==> src/rtl/core/sia_pkg.sv <==
`default_nettype none

package sia_pkg;

  // Bitmap row width and the bit-position width inside one row
  localparam int WORD_BITS = 32;
  localparam int BIT_W     = $clog2(WORD_BITS);

  localparam int DEF_NUM_SLOTS = 256;

  localparam int MODE_W  = 3;
  localparam int ID_W    = 8;
  localparam int COUNT_W = 9;

  typedef enum logic [MODE_W-1:0] {
    MODE_ALLOC_NEXT  = 3'd0,
    MODE_ALLOC_GIVEN = 3'd1,
    MODE_FREE        = 3'd2,
    MODE_FREE_ALL    = 3'd3,
    MODE_QUERY       = 3'd4
  } mode_t;

endpackage

`default_nettype wire

==> src/rtl/core/sia_ram.sv <==
`default_nettype none

module sia_ram #(
  parameter int WIDTH = sia_pkg::WORD_BITS,
  parameter int DEPTH = 8,
  localparam int ADDR_W = (DEPTH > 1) ? $clog2(DEPTH) : 1
) (
  input  wire logic              clk,
  input  wire logic              we,
  input  wire logic [ADDR_W-1:0] waddr,
  input  wire logic [WIDTH-1:0]  wdata,
  input  wire logic [ADDR_W-1:0] raddr,
  output logic      [WIDTH-1:0]  rdata
);

  logic [WIDTH-1:0] mem [DEPTH];

  always_ff @(posedge clk) begin
    if (we) begin
      mem[waddr] <= wdata;
    end
    rdata <= mem[raddr];
  end

endmodule

`default_nettype wire

==> src/rtl/core/slot_id_allocator_top.sv <==
// Channel  Direction  Handshake          Word
// in       sink       in_valid/in_stall  mode, slot_id
// out      source     out_valid/out_stall ok, granted_id, live_count, full_res
//
// Free-all, out-of-range ids, unused modes and allocate-next with the hint past the
// last slot finish without a bitmap read; other items read and check one bitmap row,
// then read and check a further row each time the free hint scans upward after an
// allocation at the hint (up to ROWS - 1 further rows, one RAM port).
// in_stall is high from accept until the result is loaded into the output register.
// rst empties every slot (per-row valid bits), sets the hint to one and the count to zero.
// A stalled result holds; the next word may still be taken.
`default_nettype none

module slot_id_allocator_top #(
  parameter int NUM_SLOTS = sia_pkg::DEF_NUM_SLOTS
) (
  input  wire logic                         clk,
  input  wire logic                         rst,
  input  wire logic                         in_valid,
  output logic                              in_stall,
  input  wire logic [sia_pkg::MODE_W-1:0]   mode,
  input  wire logic [sia_pkg::ID_W-1:0]     slot_id,
  output logic                              out_valid,
  input  wire logic                         out_stall,
  output logic                              ok,
  output logic      [sia_pkg::ID_W-1:0]     granted_id,
  output logic      [sia_pkg::COUNT_W-1:0]  live_count,
  output logic                              full_res
);

  localparam int HINT_W = $clog2(NUM_SLOTS + 1);
  localparam int WB     = sia_pkg::WORD_BITS;
  localparam int BIT_W  = sia_pkg::BIT_W;
  localparam int ROWS   = (NUM_SLOTS + WB - 1) / WB;
  localparam int ROW_W  = (ROWS > 1) ? $clog2(ROWS) : 1;

  typedef enum logic [4:0] {
    S_IDLE = 5'b00001,
    S_RD   = 5'b00010,
    S_CHK  = 5'b00100,
    S_SRD  = 5'b01000,
    S_SCHK = 5'b10000
  } state_t;

  state_t state, state_next;
  logic   done_pend, done_pend_next;

  logic [sia_pkg::MODE_W-1:0] op_mode;
  logic [HINT_W-1:0]          op_tgt;
  logic [ROW_W-1:0]           cur_row, cur_row_next;
  logic [BIT_W-1:0]           op_bit;
  logic                       res_ok, res_ok_next;
  logic [sia_pkg::ID_W-1:0]   res_gid, res_gid_next;

  logic [HINT_W-1:0] free_hint, free_hint_next;
  logic [HINT_W-1:0] slot_count, slot_count_next;
  logic [ROWS-1:0]   row_valid, row_valid_next;

  logic          ram_we;
  logic [WB-1:0] ram_wdata, ram_rdata, row_word;

  logic              accept, id_in_range, hint_full, last_row;
  logic [HINT_W-1:0] in_tgt;
  logic [31:0]       tgt32;
  logic              tgt_bit;
  logic [WB-1:0]     srch_word, srch_low, valid_mask, cand;
  logic              srch_found;
  logic [BIT_W-1:0]  srch_pos;
  logic [HINT_W-1:0] srch_id;

  assign in_stall    = (state != S_IDLE) || done_pend;
  assign accept      = in_valid && !in_stall;

  assign id_in_range = 32'(slot_id) < 32'(NUM_SLOTS);
  assign hint_full   = free_hint >= HINT_W'(NUM_SLOTS);
  assign last_row    = cur_row == ROW_W'(ROWS - 1);

  always_comb begin
    if (mode == sia_pkg::MODE_ALLOC_NEXT) begin
      in_tgt = free_hint;
    end else begin
      in_tgt = HINT_W'(slot_id);
    end
  end
  assign tgt32 = 32'(in_tgt);

  // Rows never written read as empty
  assign row_word = row_valid[cur_row] ? ram_rdata : '0;
  assign tgt_bit  = row_word[op_bit];

  // Shared first-free search over one bitmap row
  always_comb begin
    valid_mask = '0;
    srch_low   = '1;
    for (int b = 0; b < WB; b++) begin
      valid_mask[b] = (32'(cur_row) * WB + b) < NUM_SLOTS;
    end
    if (state == S_CHK) begin
      srch_word = row_word | (WB'(1) << op_bit);
      for (int b = 0; b < WB; b++) begin
        srch_low[b] = b > 32'(op_bit);
      end
    end else begin
      srch_word = row_word;
    end
    cand       = ~srch_word & valid_mask & srch_low;
    srch_found = |cand;
    srch_pos   = '0;
    for (int b = WB - 1; b >= 0; b--) begin
      if (cand[b]) begin
        srch_pos = BIT_W'(b);
      end
    end
    srch_id = HINT_W'(32'(cur_row) * WB + 32'(srch_pos));
  end

  always_comb begin
    state_next      = state;
    done_pend_next  = done_pend;
    cur_row_next    = cur_row;
    res_ok_next     = res_ok;
    res_gid_next    = res_gid;
    free_hint_next  = free_hint;
    slot_count_next = slot_count;
    row_valid_next  = row_valid;
    ram_we          = 1'b0;
    ram_wdata       = row_word;

    case (state)
      S_IDLE: begin
        if (accept) begin
          cur_row_next = ROW_W'(tgt32 >> BIT_W);
          res_ok_next  = 1'b0;
          res_gid_next = '0;
          case (mode)
            sia_pkg::MODE_ALLOC_NEXT: begin
              if (hint_full) begin
                done_pend_next = 1'b1;
              end else begin
                res_gid_next = sia_pkg::ID_W'(free_hint);
                state_next   = S_RD;
              end
            end
            sia_pkg::MODE_ALLOC_GIVEN, sia_pkg::MODE_FREE, sia_pkg::MODE_QUERY: begin
              res_gid_next = slot_id;
              if (id_in_range) begin
                state_next = S_RD;
              end else begin
                done_pend_next = 1'b1;
              end
            end
            sia_pkg::MODE_FREE_ALL: begin
              row_valid_next  = '0;
              slot_count_next = '0;
              free_hint_next  = '0;
              res_ok_next     = 1'b1;
              done_pend_next  = 1'b1;
            end
            default: begin
              done_pend_next = 1'b1;
            end
          endcase
        end
      end
      S_RD: begin
        state_next = S_CHK;
      end
      S_CHK: begin
        state_next = S_IDLE;
        case (op_mode)
          sia_pkg::MODE_ALLOC_NEXT, sia_pkg::MODE_ALLOC_GIVEN: begin
            if (tgt_bit) begin
              if (op_mode == sia_pkg::MODE_ALLOC_NEXT) begin
                res_gid_next = '0;
              end
              done_pend_next = 1'b1;
            end else begin
              ram_we                  = 1'b1;
              ram_wdata               = srch_word;
              row_valid_next[cur_row] = 1'b1;
              slot_count_next         = slot_count + HINT_W'(1);
              res_ok_next             = 1'b1;
              if (op_tgt == free_hint) begin
                if (srch_found) begin
                  free_hint_next = srch_id;
                  done_pend_next = 1'b1;
                end else if (last_row) begin
                  free_hint_next = HINT_W'(NUM_SLOTS);
                  done_pend_next = 1'b1;
                end else begin
                  cur_row_next = cur_row + ROW_W'(1);
                  state_next   = S_SRD;
                end
              end else begin
                done_pend_next = 1'b1;
              end
            end
          end
          sia_pkg::MODE_FREE: begin
            if (tgt_bit) begin
              ram_we                  = 1'b1;
              ram_wdata               = row_word & ~(WB'(1) << op_bit);
              row_valid_next[cur_row] = 1'b1;
              slot_count_next         = slot_count - HINT_W'(1);
              res_ok_next             = 1'b1;
              if (op_tgt < free_hint) begin
                free_hint_next = op_tgt;
              end
            end
            done_pend_next = 1'b1;
          end
          default: begin
            res_ok_next    = tgt_bit;
            done_pend_next = 1'b1;
          end
        endcase
      end
      S_SRD: begin
        state_next = S_SCHK;
      end
      S_SCHK: begin
        if (srch_found) begin
          free_hint_next = srch_id;
          done_pend_next = 1'b1;
          state_next     = S_IDLE;
        end else if (last_row) begin
          free_hint_next = HINT_W'(NUM_SLOTS);
          done_pend_next = 1'b1;
          state_next     = S_IDLE;
        end else begin
          cur_row_next = cur_row + ROW_W'(1);
          state_next   = S_SRD;
        end
      end
      default: begin
        state_next = S_IDLE;
      end
    endcase

    // Load the finished word once the output register is free
    if (done_pend && (!out_valid || !out_stall)) begin
      done_pend_next = 1'b0;
    end
  end

  always_ff @(posedge clk) begin
    if (rst) begin
      state      <= S_IDLE;
      done_pend  <= 1'b0;
      out_valid  <= 1'b0;
      free_hint  <= HINT_W'(1);
      slot_count <= '0;
      row_valid  <= '0;
    end else begin
      state      <= state_next;
      done_pend  <= done_pend_next;
      free_hint  <= free_hint_next;
      slot_count <= slot_count_next;
      row_valid  <= row_valid_next;
      if (done_pend && (!out_valid || !out_stall)) begin
        out_valid <= 1'b1;
      end else if (!out_stall) begin
        out_valid <= 1'b0;
      end
    end
  end

  always_ff @(posedge clk) begin
    cur_row <= cur_row_next;
    res_ok  <= res_ok_next;
    res_gid <= res_gid_next;
    if (accept) begin
      op_mode <= mode;
      op_tgt  <= in_tgt;
      op_bit  <= BIT_W'(tgt32);
    end
    if (done_pend && (!out_valid || !out_stall)) begin
      ok         <= res_ok;
      granted_id <= res_gid;
      live_count <= sia_pkg::COUNT_W'(slot_count);
      full_res   <= hint_full;
    end
  end

  sia_ram #(
    .WIDTH(WB),
    .DEPTH(ROWS)
  ) u_bitmap (
    .clk  (clk),
    .we   (ram_we),
    .waddr(cur_row),
    .wdata(ram_wdata),
    .raddr(cur_row),
    .rdata(ram_rdata)
  );

endmodule

`default_nettype wire
==> config.mk <==
export PLATFORM = sky130hd
export DESIGN_NAME = slot_id_allocator_top
export DESIGN_NICKNAME = d
export VERILOG_FILES = /design/src/rtl/core/sia_pkg.sv /design/src/rtl/core/sia_ram.sv /design/src/rtl/core/slot_id_allocator_top.sv
export SDC_FILE = /design/constraint.sdc
export NUM_CORES = 1
export LEC_CHECK = 0
export BUFFER_PORTS_ARGS = -buffer_cell sky130_fd_sc_hd__buf_2
export CORE_MARGIN = 3
export CORE_UTILIZATION = 40
export CTS_CLUSTER_DIAMETER = 120
export CTS_CLUSTER_SIZE = 10
export DETAILED_ROUTE_END_ITERATION = 10
export PLACE_DENSITY = 0.53
export SLEW_MARGIN = 10
export SYNTH_ARGS = -nofsm -noshare
export SYNTH_HDL_FRONTEND = slang
export SYNTH_SLANG_ARGS = --single-unit
==> constraint.sdc <==
create_clock -name clk -period 4.6 [get_ports clk]
set_input_delay 0.46 -clock clk [delete_from_list [all_inputs] [get_ports clk]]
set_output_delay 0.46 -clock clk [all_outputs]
set_load 0.05 [all_outputs]
Word-level counts from Yosys, hierarchy flattened
Memories as Yosys holds them, arrays and structs flattened. A register that Yosys moved wholly into a read port is not among the register bits.
Cells that the tools add are included.
- word-level logic and storage cells: 295
- memories: 1
- output and inout port bits: 21
- register bits: 81
- RAM bits: 256
- bitwise operators: 7
- equality and inequality tests: 31
- magnitude comparators: 68
- muxes and demuxes: 112
- reductions and logical operators: 23
- shift operators: 1
- add/subtract/negate cells: 35
- memory list (memory ; words ; width ; read ports ; clocked after Yosys merged registers in ; write ports ; RTL line ; source):
    u_bitmap.mem ; 8 ; 32 ; 1 ; 1 ; 1 ; sia_ram.sv:16 ; logic [WIDTH-1:0] mem [DEPTH];
- operators with widths (operator ; number):
    $lt 9x9->1 const B ; 31
    $mux 32 ; 6
    $mux 5 ; 34
    $add 8x5->9 const B ; 16
    $and 32x32->32 ; 3
    $mux 9 ; 10
    $gt 5x5->1 const A ; 16
    $mux 8 ; 10
    $add 8x4->9 const B ; 8
    $not 32->32 ; 2
    $pmux 32 s2 ; 1
    $pmux 8 s2 ; 4
    $pmux 9 s2 ; 3
    $gt 4x5->1 const A ; 8
    $add 8x3->9 const B ; 4
    $or 32x32->32 ; 1
    $reduce_or 32->1 ; 1
    $shl 1x5->32 const A ; 1
    $pmux 9 s3 ; 1
    $pmux 5 s5 ; 1
    $mux 1 ; 21
    $gt 3x5->1 const A ; 4
    $mux 4 ; 5
    $add 8x2->9 const B ; 2
    other kinds (50) ; 84

Longest topological paths before layout
Gate-level depths: netlist of run 1.
- depth after elaboration: 46
- depth in mapped cells: 15
- gate-level depth less buffers: 11

By module
Synthesis of run 1 repeated with hierarchy kept, for this count alone.
- cells, all modules: 1167
- area, all modules: 16552.1 µm²
- modules (own cells, without submodules) (module ; seq. area each (µm²) ; instances ; cells an instance ; area each (µm²)):
    sia_ram ; 8328.0 ; 1 ; 415 ; 10466.3
    slot_id_allocator_top ; 1951.9 ; 1 ; 752 ; 6085.8

Worst setup path after synthesis of run 1
OpenSTA, ideal clock, no wires.
- path kind: reg-to-reg
- start: register op_mode[2] (netlist bit)
- end: memory u_bitmap.mem[3][0] (netlist bit), enable pin
- required time: 4.139 ns
- path buffers: 2
- arrival: 4.689 ns
- period minus slack after synthesis: 5.150 ns
- cell stages (with the launch flop): 8
- setup slack: -0.550 ns
- path through: edfxtp_1 nor3b_1 and3_1 clkbuf_1 and3_1 clkbuf_1 nor2_1 nor3_1
- word-level cells in the longest chain between the ends: 6
- elaborated cells between the ends (all ways): 8
- RTL lines (element ; RTL line ; source):
    start, declared ; slot_id_allocator_top.sv:48 ; logic [sia_pkg::MODE_W-1:0] op_mode;
    start signal, assigned ; slot_id_allocator_top.sv:273 ; op_mode <= mode;
    $eq 3x1->1 / $logic_not 3->1 (equally long branches) ; slot_id_allocator_top.sv:170 ; case (op_mode)
    $reduce_or 2->1 ; slot_id_allocator_top.sv:170 ;
    $pmux 1 s2 (*) ; slot_id_allocator_top.sv:170 ;
    $mux 1 (*) ; slot_id_allocator_top.sv:129 ; case (state)
    $mux 1 (*) ; sia_ram.sv:19 ; if (we) begin
    $mux 1 (not written as such) (*) ; sia_ram.sv:20 ; mem[waddr] <= wdata;
    end, declared ; sia_ram.sv:16 ;
Every way passes the cells marked *; elsewhere a longest branch is shown, timed or not.

Worst setup path in the final report of run 1
- start: register cur_row[2]
- end: memory u_bitmap.mem[6][23] (netlist bit) (data pin)
- word-level cells in the longest chain between the ends: 8
- elaborated cells between the ends (all ways): 12
- RTL lines (element ; RTL line ; source):
    start, declared ; slot_id_allocator_top.sv:50 ; logic [ROW_W-1:0] cur_row, cur_row_next;
    start signal, assigned ; slot_id_allocator_top.sv:269 ; cur_row <= cur_row_next;
    $bmux 1 s3 (*) ; slot_id_allocator_top.sv:88 ; assign row_word = row_valid[cur_row] ? ram_rdata : '0;
    $mux 1 (not written as such) (*) ; slot_id_allocator_top.sv:88 ;
    $mux 32 (*) ; slot_id_allocator_top.sv:88 ;
    $bmux 1 s5 / $or 32x32->32 (equally long branches) ; slot_id_allocator_top.sv:89, slot_id_allocator_top.sv:99 ;
    $mux 1 (not written as such) / $mux 32 (equally long branches) ; slot_id_allocator_top.sv:89, slot_id_allocator_top.sv:98 ;
    $mux 32 (on tied branches) ; slot_id_allocator_top.sv:200, slot_id_allocator_top.sv:172 ;
    $pmux 32 s2 ; slot_id_allocator_top.sv:170 ;
    $mux 32 (*) ; slot_id_allocator_top.sv:129 ;
    net ram_wdata[23] ; slot_id_allocator_top.sv:60 ; logic [WB-1:0] ram_wdata, ram_rdata, row_word;
The timed path passes the listed nets; every way through them passes the cells marked *. The select of a mux whose other input is x is not followed.

==> flow_summary_export.csv, run 1 <==
group,metric,value,unit
logic_synthesis,yosys_warnings,0,
job,drv_cap,0,
detailed_routing,drtIter0Drc,1135,
clock_tree,clockBufferDepth,3,
layout,register_area,0.01028,sq mm
layout,n_antenna_cell,0,
clock_tree,hold_buffers,0,
clock_tree,htree_levels,2,
setup_path,crit_chain,"mux2_1 -> a22o_1 -> or3_2 -> nand2_1 -> nand2_1 -> o31ai_1",
layout,drive_gt1_share,14.45,%
setup_path,critPathKind,"flip-flop to flip-flop",
setup_path,crit_path_frequent_cell,"nand2_1",
floorplan,fp.dieW,204.2,microns
place,placed_area,0.01680,sq mm
clock_tree,postCtsSetupBuffers,0,
grt,grt_pass1_wl,70180,microns
grt,grt_pass1_vias,10825,
timing,hold_viol,0,
logic_synthesis,synth_edf_count,299,
pwr,total_power,7.752,mW
timing,finClkSkew,0.01926,ns
detailed_routing,antenna_left,0,
layout,design_area,0.01805,sq mm
timing,worstMarginPinSlew,1.261,ns
timing,rsz0062_at_grt,"no",
setup_path,max_stage_delay,0.93,ns
timing,setup_viol,0,
logic_synthesis,synth_area_leaders,"edfxtp_1, dfxtp_1, a22oi_1",
clock_tree,clkTransAtPathRegs,0.06,ns
logic_synthesis,yosysMostFrequentCell,"edfxtp_1",
pwr,max-vdd-ir-drop,0.0003894,V
layout,area_delta_synth_final,14.91,%
logic_synthesis,synth.avg_cell_area,13.01,sq um
clock_tree,worstSkewPairLatency,0.58,ns
clock_tree,cts_tree,"built",
logic_synthesis,yosys-top-cells-count,"edfxtp_1, a22oi_1, a21oi_1, nor2_1, nand2_1",
logic_synthesis,ys.flop_type,"edfxtp_1",
clock_tree,clock-sinks,364,
logic_synthesis,synth_nets,1242,
timing,fin_crit_sh,85.53,%
setup_path,crit_fanout,27,
clock_tree,cts-buffers-inserted,42,
logic_synthesis,syn-instance-count,1208,
floorplan,dieArea,0.04170,sq mm
grt,grt-ovfl-total,0,
setup_path,arrival,4.16,ns
place,place_ws,0.7120,ns
logic_synthesis,synth_top_area_share,57.14,%
setup_path,crit_path_end_kind,"flip-flop",
timing,max_freq,0.2542,GHz
floorplan,rows,71,
place,gp_congestion,1.012,
min_path,min_path_type,"primary input to flip-flop",
floorplan,start_util,41.13,%
grt,grt_usage,22.54,%
pwr,p_leak,6.475,nW
timing,maxSlewViolCount,0,
floorplan,io_pins,36,
timing,setup_ws,0.6657,ns
logic_synthesis,syn-cell-area,0.01571,sq mm
logic_synthesis,synth.largest_area_cell,"edfxtp_1",
detailed_routing,vias_per_cell,6.064,
setup_path,crit_slowest_cell,"o31ai_1",
setup_path,startpoint_type,"flip-flop",
layout,nNetsFinal,1303,
logic_synthesis,synth_cell_types,88,
detailed_routing,avgRoutedWirePerCell,25.97,microns
layout,multi_input_area,0.005126,sq mm
place,port_buffers,35,
timing,hold_ws,0.1305,ns
clock_tree,root_buffer,"clkbuf_16",
place,dp.final_hpwl,29820,microns
floorplan,core,0.03820,sq mm
grt,grt_start_max_net_pins,35,
run_status,run_status,"finished clean",
grt,antenna_found_initial,0,
timing,max-slew-margin-rel,15.02,%
detailed_routing,drc,0,
timing,setup_tns,0,ns
logic_synthesis,ys_ff_latch,364,
layout,nFillCells,3424,
detailed_routing,vias,10988,
floorplan,die_h,204.2,microns
pwr,power_density,429.4,mW/mm^2
detailed_routing,firstDrtPassIters,6,
setup_path,cp.required,4.83,ns
logic_synthesis,seq_area_frac_synth,65.42,%
clock_tree,ctsResizeCount,0,
detailed_routing,wl,47060,microns
timing,fin_crit,3.934,ns
logic_synthesis,synthArstFlopShare,0,%
[critical path: cells and delay by family (launching register included)]
kind	cells	cell delay, ns
flops	1	0.68
compound gates	2	1.24
mux	1	0.38
simple gates	3	1.28
[final timing paths]
| kind | start | to | slack, ns | cells after the start |
|---|---|---|---|---|
| max | cur_row[2] | u_bitmap.mem[6][23] | 0.67 | 6 |
| min | mode[2] | op_mode[2] | 0.13 | 1 |
| max reg2reg | cur_row[2] | u_bitmap.mem[6][23] | 0.67 | 6 |
| min reg2reg | res_gid[5] | granted_id[5] | 0.42 | 0 |
[cell type report]
cell class	instances	area share, %
repair buffers	87	3.687
clock buffers	73	6.584
flip-flops and latches	364	56.94
multi-input cells	751	28.39
well taps	511	3.541
clock inverters	3	0.3812
inverters	23	0.4782
[report_power, final]
part           internal, mW  switching [mW]  total (mW)
Sequential             3.68           0.231        3.91
Clock                  1.76            1.29        3.05
Combinational         0.245           0.540       0.785
Total                  5.69            2.06        7.75
[metrics by stage]
step           util (%)  std cells
6_report          47.27       1812
5_1_grt           47.27       1812
4_1_cts           47.27       1812
3_5_place_dp      43.97       1736
3_3_place_gp      43.97       1736
2_1_floorplan         -       1208
[metal layers]
layer	vias up	GRT usage, %	wire, microns
met4	0	8.675	1629
met5	-	0	0
met3	96	4.412	3323
li1	4939	-	-
met1	5504	31.40	20670
met2	449	35.04	21430
[cells in the final DEF, fill, tap and decap left out, drive strengths merged, types with 10 or more instances in the layout]
| cell type | n |
|---|---|
| o21ai | 48 |
| a32o | 11 |
| and3 | 10 |
| nand2 | 68 |
| a21oi | 88 |
| mux2i | 10 |
| inv | 22 |
| buf | 87 |
| nor2b | 13 |
| edfxtp | 299 |
| nor2 | 71 |
| a21o | 12 |
| nand4 | 37 |
| nor3 | 25 |
| ha | 18 |
| dfxtp | 65 |
| a22oi | 140 |
| and2 | 16 |
| or3 | 10 |
| clkbuf | 73 |
| o31ai | 10 |
| nand3 | 25 |
| a31oi | 12 |
[state kept, by name (all words and copies together), names as in the netlist, 9 cells and up]
| signal | cells |
|---|---|
| op_tgt | 9 |
| free_hint | 9 |
| live_count | 9 |
| slot_count | 9 |
| u_bitmap.rdata | 32 |
| u_bitmap.mem | 256 |
[cell families after synthesis]
| kind of cell | share of synthesized area [%] |
|---|---|
| XOR/XNOR | 0.4459 |
| multiplexers | 1.903 |
| flip-flops | 65.42 |
| adder cells (fa/ha/maj) | 1.561 |
| AO/OA/AOI/OAI | 17.89 |
| AND/OR/NAND/NOR | 10.20 |
| buffers and inverters | 2.572 |
(Power assumes the default switching activity.)
==> run 2, diff against run 1 <==
--- a/config.mk
+++ b/config.mk
@@ -15,4 +15,5 @@
 export SLEW_MARGIN = 10
 export SYNTH_ARGS = -nofsm -noshare
 export SYNTH_HDL_FRONTEND = slang
+export SYNTH_HIERARCHICAL = 1
 export SYNTH_SLANG_ARGS = --single-unit
==> run 2 against run 1 <==
Compared with the run above:
- register-to-register slack barely moved
- flip-flop and latch count did not move
- clock-buffer cell count did not move
- first-iteration DRC count fell by 14%
- via count fell by 2.8%
- critical endpoint is now u_bitmap/mem[0][1]
- die area rose by 5.2%
==> flow_summary_export.csv, run 2 <==
group,metric,value,unit
timing,setup_viol,0,
setup_path,arrival,4.20,ns
grt,top_usage_layer,"met2",
timing,maxSlewViolCount,0,
grt,grt-ovfl-total,0,
setup_path,crit_path_end_kind,"flip-flop",
grt,grt_start_max_net_pins,55,
setup_path,max_stage_delay,0.63,ns
logic_synthesis,synth_nets,1201,
pwr,p_leak,5.994,nW
setup_path,cp.buffers_inverters,0,
timing,worstMarginPinSlew,1.148,ns
place,dpl.cell_count,1726,
place,port_buffers,35,
logic_synthesis,synth.avg_cell_area,14.18,sq um
grt,met2_usage,33.97,%
detailed_routing,avgRoutedWirePerCell,25.57,microns
detailed_routing,firstDrtPassIters,5,
pwr,power_frac_clock,39.7,%
detailed_routing,antenna_left,0,
floorplan,die_h,209.4,microns
layout,reg.largest.list,"u_bitmap/mem x256, u_bitmap/rdata x32",
pwr,internal_power,5.687,mW
pwr,p_comb_share,10.9,%
place,gp_congestion,1.028,
min_path,hold_start,"mode[2]",
detailed_routing,drc,0,
detailed_routing,wl,46100,microns
grt,grt_usage,20.96,%
clock_tree,htree_levels,2,
setup_path,critPathKind,"flip-flop to flip-flop",
logic_synthesis,synth_edf_count,299,
detailed_routing,drtIter0Drc,979,
clock_tree,clkTransAtPathRegs,0.06,ns
layout,drive_gt1_share,18.94,%
job,drv_cap,0,
timing,rsz0062_at_grt,"no",
place,dp.final_hpwl,30820,microns
timing,hold_viol,0,
logic_synthesis,yosysMostFrequentCell,"edfxtp_1",
pwr,p_switching,1.941,mW
grt,grt_pass1_vias,10831,
clock_tree,postCtsSetupBuffers,0,
floorplan,core,0.04028,sq mm
clock_tree,cts_tree,"built",
floorplan,start_util,41.09,%
clock_tree,hold_buffers,0,
setup_path,timing.rr.start,"op_tgt[1]",
floorplan,fp.dieW,209.4,microns
logic_synthesis,syn-cell-area,0.01655,sq mm
clock_tree,worstSkewPairLatency,0.57,ns
setup_path,cp.required,4.88,ns
min_path,hold_end,"op_mode[2]",
logic_synthesis,synthArstFlopShare,0,%
run_status,run_status,"finished clean",
logic_synthesis,synth.largest_area_cell,"edfxtp_1",
setup_path,crit_fanout,13,
clock_tree,clockBufferDepth,3,
timing,finClkSkew,0.01831,ns
layout,register_area,0.01028,sq mm
layout,area_delta_synth_final,13.72,%
floorplan,dieArea,0.04386,sq mm
pwr,switching_share,25.44,%
setup_path,cp_top_family,"compound AO/OA/AOI/OAI gates",
logic_synthesis,synth_cell_types,84,
floorplan,rows,73,
logic_synthesis,ys_ff_latch,364,
timing,max_freq,0.2550,GHz
pwr,total_power,7.627,mW
logic_synthesis,synth_area_leaders,"edfxtp_1, dfxtp_1, mux4_1",
timing,fin_crit_sh,85.26,%
setup_path,startpoint_type,"flip-flop",
setup_path,crit_chain,"mux2_2 -> o221ai_1 -> a221oi_1 -> o21a_1 -> o31ai_2 -> nand2_1 -> nor2_1 -> nand2_1 -> a22oi_1",
grt,grt_use_met3,3.692,%
detailed_routing,vias_per_cell,5.923,
min_path,min_path_type,"primary input to flip-flop",
grt,grt_pass1_wl,69900,microns
grt,use_met1,28.69,%
pwr,power_density,405.2,mW/mm^2
setup_path,r2r_slack,0.68,ns
logic_synthesis,ys.flop_type,"edfxtp_1",
clock_tree,clock-sinks,364,
logic_synthesis,syn-instance-count,1167,
setup_path,reg2reg_depth,9,
pwr,seq_power_share,49.4,%
layout,final_cells,1803,
setup_path,crit_slowest_cell,"edfxtp_1",
min_path,hold_depth,1,
detailed_routing,vias,10679,
layout,largest-register,"u_bitmap/mem",
setup_path,crit_path_frequent_cell,"nand2_1",
layout,largest_reg_flops,256,
logic_synthesis,synth_top_area_share,54.24,%
layout,multi_input_area,0.005817,sq mm
logic_synthesis,yosys-top-cells-count,"edfxtp_1, nor2_1, a21oi_1, nand2_1, dfxtp_1",
grt,antenna_found_initial,0,
timing,max-slew-margin-rel,22.66,%
setup_path,regToRegEndpoint,"u_bitmap/mem[0][1]",
layout,n_antenna_cell,0,
layout,layout_common_cells,"edfxtp_1, a21oi_1, nand2_1",
clock_tree,ctsResizeCount,0,
logic_synthesis,seq_area_frac_synth,62.11,%
floorplan,io_pins,36,
clock_tree,root_buffer,"clkbuf_16",
logic_synthesis,yosys_warnings,6,
timing,fin_crit,3.922,ns
layout,nFillCells,3534,
layout,layout_commonest_cell,"edfxtp_1",
layout,nNetsFinal,1279,
pwr,max-vdd-ir-drop,0.0002306,V
clock_tree,cts-buffers-inserted,42,
-- run 2: worst register-to-register path, delay by kind of cell, from the launching register on --
family	cells	cell delay, ns
multiplexers	1	0.39
flip-flops	1	0.63
AND/OR/NAND/NOR	3	0.93
AO/OA/AOI/OAI	5	1.68
-- run 2: final cells by class --
class	instances	area share, %
Clock buffer	73	6.202
Clock inverter	4	0.3457
Inverter	37	0.7378
Multi-Input combinational cell	702	30.90
Sequential cell	364	54.61
Tap cell	525	3.490
Timing Repair Buffer	98	3.709
-- run 2: kinds of logic after synthesis --
| logic type | count (synthesis) | synth area share [%] |
|---|---|---|
| flops | 364 | 62.11 |
| compound gates | 288 | 11.56 |
| simple gates | 270 | 7.998 |
| mux | 116 | 13.22 |
| buf+inv | 101 | 3.160 |
| fa+ha+maj | 19 | 1.482 |
| xor+xnor | 9 | 0.4762 |
-- run 2: stage by stage --
step / area, sq um / hold WS, ns / setup slack (ns) / setup TNS, ns / utilization (%)
6_report: 18820 / 0.1273 / 0.6780 / 0 / 46.73
3_5_place_dp: 17590 / 0.4045 / 0.6605 / 0 / 43.67
3_3_place_gp: 17580 / 0.4022 / 0.3086 / 0 / 43.66
5_1_grt: 18820 / 0.1089 / 0.3359 / 0 / 46.73
2_1_floorplan: 16550 / 0.4003 / -0.3892 / -24.81 / -
4_1_cts: 18820 / 0.09197 / 0.6359 / 0 / 46.73
-- run 2: worst max-delay path by stage --
stage,from,cells past startpoint,end,slack [ns]
6_report,op_tgt[1],9,u_bitmap/mem[0][1],0.68
5_1_grt,op_tgt[1],9,u_bitmap/mem[1][1],0.34
4_1_cts,op_tgt[1],9,u_bitmap/mem[5][1],0.64
3_5_place_dp,op_tgt[1],9,u_bitmap/mem[0][1],0.66
3_3_place_gp,cur_row[0],9,cur_row[2],0.31
2_1_floorplan,cur_row[0],11,u_bitmap/mem[0][0],-0.39
-- run 2: layer usage --
metal | routed length, microns | share of wire (%) | vias up
met5 | 0 | 0 | -
met4 | 1444 | 3.1 | 0
met3 | 2337 | 5.1 | 87
met2 | 22170 | 48 | 351
met1 | 20150 | 44 | 5432
li1 | - | - | 4809
-- run 2: power groups by stage --
stage	Clock [mW]	Combinational [mW]	Sequential, mW
6_report	3.03	0.833	3.77
5_1_grt	3.26	0.895	3.77
4_1_cts	3.13	0.836	3.76
3_5_place_dp	0	0.833	3.83
3_3_place_gp	0	0.835	3.83
2_1_floorplan	0	0.551	3.83
